**config.mk**
```make
export PLATFORM = sky130hd
export DESIGN_NAME = scta_decode
export DESIGN_NICKNAME = d
export VERILOG_FILES = /design/src/hw/rtl/scta_pkg.sv /design/src/hw/rtl/scta_decode.sv
export SDC_FILE = /design/constraint.sdc
export NUM_CORES = 1
export LEC_CHECK = 0
export BUFFER_PORTS_ARGS = -buffer_cell sky130_fd_sc_hd__buf_2
export CAP_MARGIN = 20
export CORE_MARGIN = 5
export CORE_UTILIZATION = 65
export DETAILED_ROUTE_END_ITERATION = 7
export MAX_ROUTING_LAYER = met4
export PLACE_DENSITY_LB_ADDON = 0.25
export SLEW_MARGIN = 20
export SYNTH_ARGS = -nofsm -noshare
export SYNTH_HDL_FRONTEND = slang
export SYNTH_SLANG_ARGS = --single-unit
```
**constraint.sdc**
```tcl
create_clock -name vclk -period 4.8
set_clock_uncertainty 0.15 [all_clocks]
set_input_delay 0.24 -clock vclk [all_inputs]
set_output_delay 0.24 -clock vclk [all_outputs]
set_load 0.05 [all_outputs]
```
**src/hw/rtl/scta_pkg.sv**
```systemverilog
`timescale 1ns / 1ps
// ----------------------------------------------------------------------------
// scta_pkg
// Word types, key codes and US-layout lookup tables for the set 1 translator.
// ----------------------------------------------------------------------------
package scta_pkg;

    // One controller poll.
    typedef struct packed {
        logic       buffer_full;
        logic       from_aux;
        logic [7:0] scan_code;
    } poll_word_t;

    // One translated character.
    typedef struct packed {
        logic [6:0] ascii_char;
    } char_word_t;

    // Decode result handed back to the pipeline control.
    typedef struct packed {
        logic       emit;
        logic [6:0] ascii_char;
        logic       shift_held;
        logic       caps_lock_on;
    } scta_dec_t;

    localparam int unsigned BREAK_BIT = 7;

    // Key codes with the release bit stripped.
    localparam logic [6:0] KEY_LSHIFT   = 7'h2A;
    localparam logic [6:0] KEY_RSHIFT   = 7'h36;
    localparam logic [6:0] KEY_CAPSLOCK = 7'h3A;

    localparam logic [6:0] CHAR_NONE    = 7'h00;
    localparam logic [6:0] CHAR_LOWER_A = 7'h61;
    localparam logic [6:0] CHAR_LOWER_Z = 7'h7A;

    // Unshifted character for make codes below caps lock; zero where ignored.
    function automatic logic [6:0] plain_char(input logic [5:0] code);
        logic [6:0] ch;
        case (code)
            6'h02: ch = 7'h31;  // 1
            6'h03: ch = 7'h32;
            6'h04: ch = 7'h33;
            6'h05: ch = 7'h34;
            6'h06: ch = 7'h35;
            6'h07: ch = 7'h36;
            6'h08: ch = 7'h37;
            6'h09: ch = 7'h38;
            6'h0A: ch = 7'h39;
            6'h0B: ch = 7'h30;  // 0
            6'h0C: ch = 7'h2D;  // -
            6'h0D: ch = 7'h3D;  // =
            6'h0E: ch = 7'h08;  // backspace
            6'h0F: ch = 7'h09;  // tab
            6'h10: ch = 7'h71;  // q
            6'h11: ch = 7'h77;
            6'h12: ch = 7'h65;
            6'h13: ch = 7'h72;
            6'h14: ch = 7'h74;
            6'h15: ch = 7'h79;
            6'h16: ch = 7'h75;
            6'h17: ch = 7'h69;
            6'h18: ch = 7'h6F;
            6'h19: ch = 7'h70;  // p
            6'h1A: ch = 7'h5B;  // [
            6'h1B: ch = 7'h5D;  // ]
            6'h1C: ch = 7'h0A;  // enter
            6'h1E: ch = 7'h61;  // a
            6'h1F: ch = 7'h73;
            6'h20: ch = 7'h64;
            6'h21: ch = 7'h66;
            6'h22: ch = 7'h67;
            6'h23: ch = 7'h68;
            6'h24: ch = 7'h6A;
            6'h25: ch = 7'h6B;
            6'h26: ch = 7'h6C;  // l
            6'h27: ch = 7'h3B;  // ;
            6'h28: ch = 7'h27;  // '
            6'h29: ch = 7'h60;  // `
            6'h2B: ch = 7'h5C;  // backslash
            6'h2C: ch = 7'h7A;  // z
            6'h2D: ch = 7'h78;
            6'h2E: ch = 7'h63;
            6'h2F: ch = 7'h76;
            6'h30: ch = 7'h62;
            6'h31: ch = 7'h6E;
            6'h32: ch = 7'h6D;  // m
            6'h33: ch = 7'h2C;  // ,
            6'h34: ch = 7'h2E;  // .
            6'h35: ch = 7'h2F;  // /
            6'h39: ch = 7'h20;  // space
            default: ch = CHAR_NONE;
        endcase
        return ch;
    endfunction

    // Shifted character for the same codes.
    function automatic logic [6:0] shifted_char(input logic [5:0] code);
        logic [6:0] ch;
        case (code)
            6'h02: ch = 7'h21;  // !
            6'h03: ch = 7'h40;  // @
            6'h04: ch = 7'h23;  // #
            6'h05: ch = 7'h24;  // $
            6'h06: ch = 7'h25;  // %
            6'h07: ch = 7'h5E;  // ^
            6'h08: ch = 7'h26;  // &
            6'h09: ch = 7'h2A;  // *
            6'h0A: ch = 7'h28;  // (
            6'h0B: ch = 7'h29;  // )
            6'h0C: ch = 7'h5F;  // _
            6'h0D: ch = 7'h2B;  // +
            6'h0E: ch = 7'h08;
            6'h0F: ch = 7'h09;
            6'h10: ch = 7'h51;  // Q
            6'h11: ch = 7'h57;
            6'h12: ch = 7'h45;
            6'h13: ch = 7'h52;
            6'h14: ch = 7'h54;
            6'h15: ch = 7'h59;
            6'h16: ch = 7'h55;
            6'h17: ch = 7'h49;
            6'h18: ch = 7'h4F;
            6'h19: ch = 7'h50;  // P
            6'h1A: ch = 7'h7B;  // {
            6'h1B: ch = 7'h7D;  // }
            6'h1C: ch = 7'h0A;
            6'h1E: ch = 7'h41;  // A
            6'h1F: ch = 7'h53;
            6'h20: ch = 7'h44;
            6'h21: ch = 7'h46;
            6'h22: ch = 7'h47;
            6'h23: ch = 7'h48;
            6'h24: ch = 7'h4A;
            6'h25: ch = 7'h4B;
            6'h26: ch = 7'h4C;  // L
            6'h27: ch = 7'h3A;  // :
            6'h28: ch = 7'h22;  // "
            6'h29: ch = 7'h7E;  // ~
            6'h2B: ch = 7'h7C;  // |
            6'h2C: ch = 7'h5A;  // Z
            6'h2D: ch = 7'h58;
            6'h2E: ch = 7'h43;
            6'h2F: ch = 7'h56;
            6'h30: ch = 7'h42;
            6'h31: ch = 7'h4E;
            6'h32: ch = 7'h4D;  // M
            6'h33: ch = 7'h3C;  // <
            6'h34: ch = 7'h3E;  // >
            6'h35: ch = 7'h3F;  // ?
            6'h39: ch = 7'h20;
            default: ch = CHAR_NONE;
        endcase
        return ch;
    endfunction

endpackage

```
**src/hw/rtl/scta_decode.sv**
```systemverilog
`timescale 1ns / 1ps
// ----------------------------------------------------------------------------
// scta_decode
// Classify one poll word, update the modifier flags and look up the character.
// ----------------------------------------------------------------------------
module scta_decode
    import scta_pkg::*;
(
    input  poll_word_t word,
    input  logic       shift_held,
    input  logic       caps_lock_on,
    output scta_dec_t  dec
);

    logic [6:0] lo_char;
    logic [6:0] hi_char;
    logic       is_letter;
    logic       use_upper;
    logic       is_break;
    logic [6:0] key;

    assign is_break = word.scan_code[BREAK_BIT];
    assign key      = word.scan_code[6:0];
    assign lo_char  = plain_char(key[5:0]);
    assign hi_char  = shifted_char(key[5:0]);

    always_comb
    begin
        is_letter = lo_char inside {[CHAR_LOWER_A:CHAR_LOWER_Z]};
        use_upper = is_letter ? (shift_held ^ caps_lock_on) : shift_held;

        dec.emit         = 1'b0;
        dec.ascii_char   = use_upper ? hi_char : lo_char;
        dec.shift_held   = shift_held;
        dec.caps_lock_on = caps_lock_on;

        // Drop empty polls and mouse bytes.
        if (word.buffer_full && !word.from_aux)
        begin
            if (is_break)
            begin
                if (key == KEY_LSHIFT || key == KEY_RSHIFT)
                begin
                    dec.shift_held = 1'b0;
                end
            end
            else if (key == KEY_LSHIFT || key == KEY_RSHIFT)
            begin
                dec.shift_held = 1'b1;
            end
            else if (key == KEY_CAPSLOCK)
            begin
                dec.caps_lock_on = !caps_lock_on;
            end
            else if (!key[6] && lo_char != CHAR_NONE)
            begin
                dec.emit = 1'b1;
            end
        end
    end

endmodule
```
==> results.py <==
metrics = {
    "logic_synthesis": {
        "netlist_area_um2": 1270,
        "synthDistinctLibCells": 49,
        "yosys_warnings": 0,
        "syn_inst": 191,
        "syn_area_per_cell_um2": 6.65,
        "yosysSeqAreaShare_pct": 0,
        "synth_nets": 214,
    },
    "sta": {
        "min_period_over_period_pct": 77.1,
        "setup_ws_ns": 1.10,
        "grt_setup_unrepaired": "false",
        "finalCriticalPeriod_ns": 3.70,
        "setup_tns_ns": 0,
        "final-setup-viol-count": 0,
        "whs_ns": 0.690,
        "fmax_mhz": 270,
        "maxSlewViolCount": 0,
        "relSlewSlack_pct": 57.0,
        "tightest_slew_ns": 0.644,
        "hold_viol_final": 0,
    },
    "worst_setup_path": {
        "endpoint": "dec[6]",
        "timing.critical_path.to_type": "primary output",
        "worstPathRequired_ns": 4.41,
        "cp-startpoint": "word[3]",
        "crit_cells": 11,
        "critPathLaunchType": "input port",
        "path_class": "input port to primary output",
        "critPathTopFamily": "compound AO/OA/AOI/OAI gates",
        "slowest_stage": "buf_2",
        "critical_path.max_stage_delay_ns": 0.51,
        "worstPathBufferInverterCount": 2,
        "path_max_fanout": 41,
        "arrival_ns": 3.31,
        "worstPathCellList": "buf_2 > nand2b_1 > and4b_1 > a311oi_1 > o31ai_1 > o31ai_1 > o21ai_1 > a311oi_4 > xnor2_2 > mux2_1 > buf_2",
    },
    "grt": {
        "grt_pass1_wl_um": 6210,
        "overflow": 0,
        "antenna_found_initial": 0,
        "grt_use_total_pct": 28.4,
        "grt_max_degree": 42,
        "grt_pass1_vias": 1281,
    },
    "place": {
        "routabilityCongestion": 1.01,
        "place_ws_ns": 1.19,
        "port-buffer-count": 22,
        "place_hpwl_um": 2910,
    },
    "hold_path": {
        "min_path_cells": 3,
        "hp-class": "input port to primary output",
    },
    "pwr": {
        "p_leak_nw": 0.565,
        "power_density_nw_per_um2": 133,
        "vdd.ir_drop.worst_uv": 81.4,
    },
    "die": {
        "rows": 16,
        "start_util_pct": 66.8,
        "dieArea_um2": 2940,
        "die_height_um": 54.2,
        "core_um2": 1900,
        "die_width_um": 54.2,
        "io_pins": 22,
    },
    "cells_and_area": {
        "fin_nets": 225,
        "regArea_um2": 0,
        "multi_input_area_um2": 1150,
        "seq_cells": 0,
        "clock_buffer_count": 0,
        "synthToLayoutAreaGrowth_pct": 4.43,
        "n_fill_cell": 176,
        "n_antenna_cell": 0,
        "drive_gt1_share_pct": 16.5,
    },
    "detailed_routing": {
        "drt-total-wl_um": 3790,
        "drt_iter0_markers": 97,
        "dr.pass1.iters": 4,
        "wire_per_inst_um": 16.7,
        "remaining_drc_errors": 0,
        "vias": 1485,
        "viasPerCell": 6.54,
        "ant_nets": 0,
    },
    "clock_network": {
        "cts_resized": 0,
        "hold_buffers": 0,
        "postCtsSetupRepairBufs": 0,
    },
    "run": {
        "cap_violations": 0,
    },
    "outcome": {
        "outcome": "completed",
    },
}
-- worst min-delay path, cell delays in order --
cell	delay, ns
buf_2	0.10
xnor2_1	0.06
buf_2	0.20
-- per-layer routing --
layer  vias to the layer above  share of wire [%]  track usage [%]
li1                        721                  -                -
met1                       660                 42             39.2
met2                        94                 47             46.4
met3                        10                9.0            0.554
met4                         0                2.3             4.98
met5                         -                  0                -
-- report_power, final --
group | internal, mW | switching, mW | leakage, nW
combinational | 0.0559 | 0.121 | 0.565
sequential | 0 | 0 | 0
clock | 0 | 0 | 0
total | 0.0559 | 0.121 | 0.565
-- cells in the final DEF, fill, tap and decap left out, types with 3 or more instances in the layout --
cell	synthesis	routed
nor3_1	4	4
mux2i_1	5	5
inv_1	4	4
nor2b_1	3	3
a21o_1	4	4
nand3_1	7	7
nor2_1	16	16
buf_2	1	22
a21oi_1	12	12
ha_1	11	11
o21ai_0	21	21
o21ai_1	3	3
nand2b_1	11	11
o211ai_1	5	5
a31oi_1	5	5
nand2_1	25	25
nand3b_1	3	3
-- kinds of logic (layout without fill, tap and decap cells) --
family | Yosys count | in the layout | share of synthesized area (%)
AND/OR/NAND/NOR | 80 | 80 | 32.8
AO/OA/AOI/OAI | 67 | 67 | 34.7
buffers and inverters | 19 | 28 | 9.06
adder cells (fa/ha/maj) | 11 | 11 | 10.8
multiplexers | 10 | 10 | 9.26
XOR/XNOR | 4 | 4 | 3.35
-- cell usage after synthesis, types with 2 or more instances --
cell	count	area, um2
o211ai_1	5	37.5
clkbuf_1	7	26.3
a21o_1	4	30.0
mux2i_1	5	50.1
mux2_2	2	22.5
nor2_1	16	60.1
o21ai_0	21	105
o31ai_1	2	15.0
o221ai_1	2	17.5
a31oi_1	5	31.3
nor2b_1	3	18.8
nand3b_1	3	22.5
nor3b_1	2	15.0
inv_4	2	12.5
nor3_1	4	20.0
nand2_1	25	93.8
and4_4	2	22.5
buf_6	5	56.3
o21ai_1	3	15.0
nand2b_1	11	68.8
a21oi_1	12	60.1
xor2_1	2	17.5
nand3_1	7	35.0
inv_1	4	15.0
mux2_1	2	22.5
ha_1	11	138
o2111ai_1	2	17.5
-- stage by stage --
step | util (%) | instance area [um2] | cells | power [mW]
2_1_floorplan | - | 1270 | 191 | 0.139
3_3_place_gp | 69.7 | 1330 | 227 | 0.170
3_5_place_dp | 69.7 | 1330 | 227 | 0.174
4_1_cts | 69.7 | 1330 | 227 | 0.174
5_1_grt | 69.7 | 1330 | 227 | 0.189
6_report | 69.7 | 1330 | 227 | 0.177
-- final cells by class --
class / instances / area share [%]
multi-input combinational: 172 / 87.1
timing repair buffer: 22 / 8.30
tap: 27 / 2.55
inverter: 6 / 2.08
-- worst min path at each step --
stage / startpoint / slack, ns / endpoint
6_report: caps_lock_on / 0.69 / dec[0]
5_1_grt: caps_lock_on / 0.70 / dec[0]
4_1_cts: caps_lock_on / 0.69 / dec[0]
3_5_place_dp: caps_lock_on / 0.69 / dec[0]
3_3_place_gp: caps_lock_on / 0.68 / dec[0]
2_1_floorplan: word[6] / 0.59 / dec[9]
No activity file was read; power rests on OpenSTA's default activity.
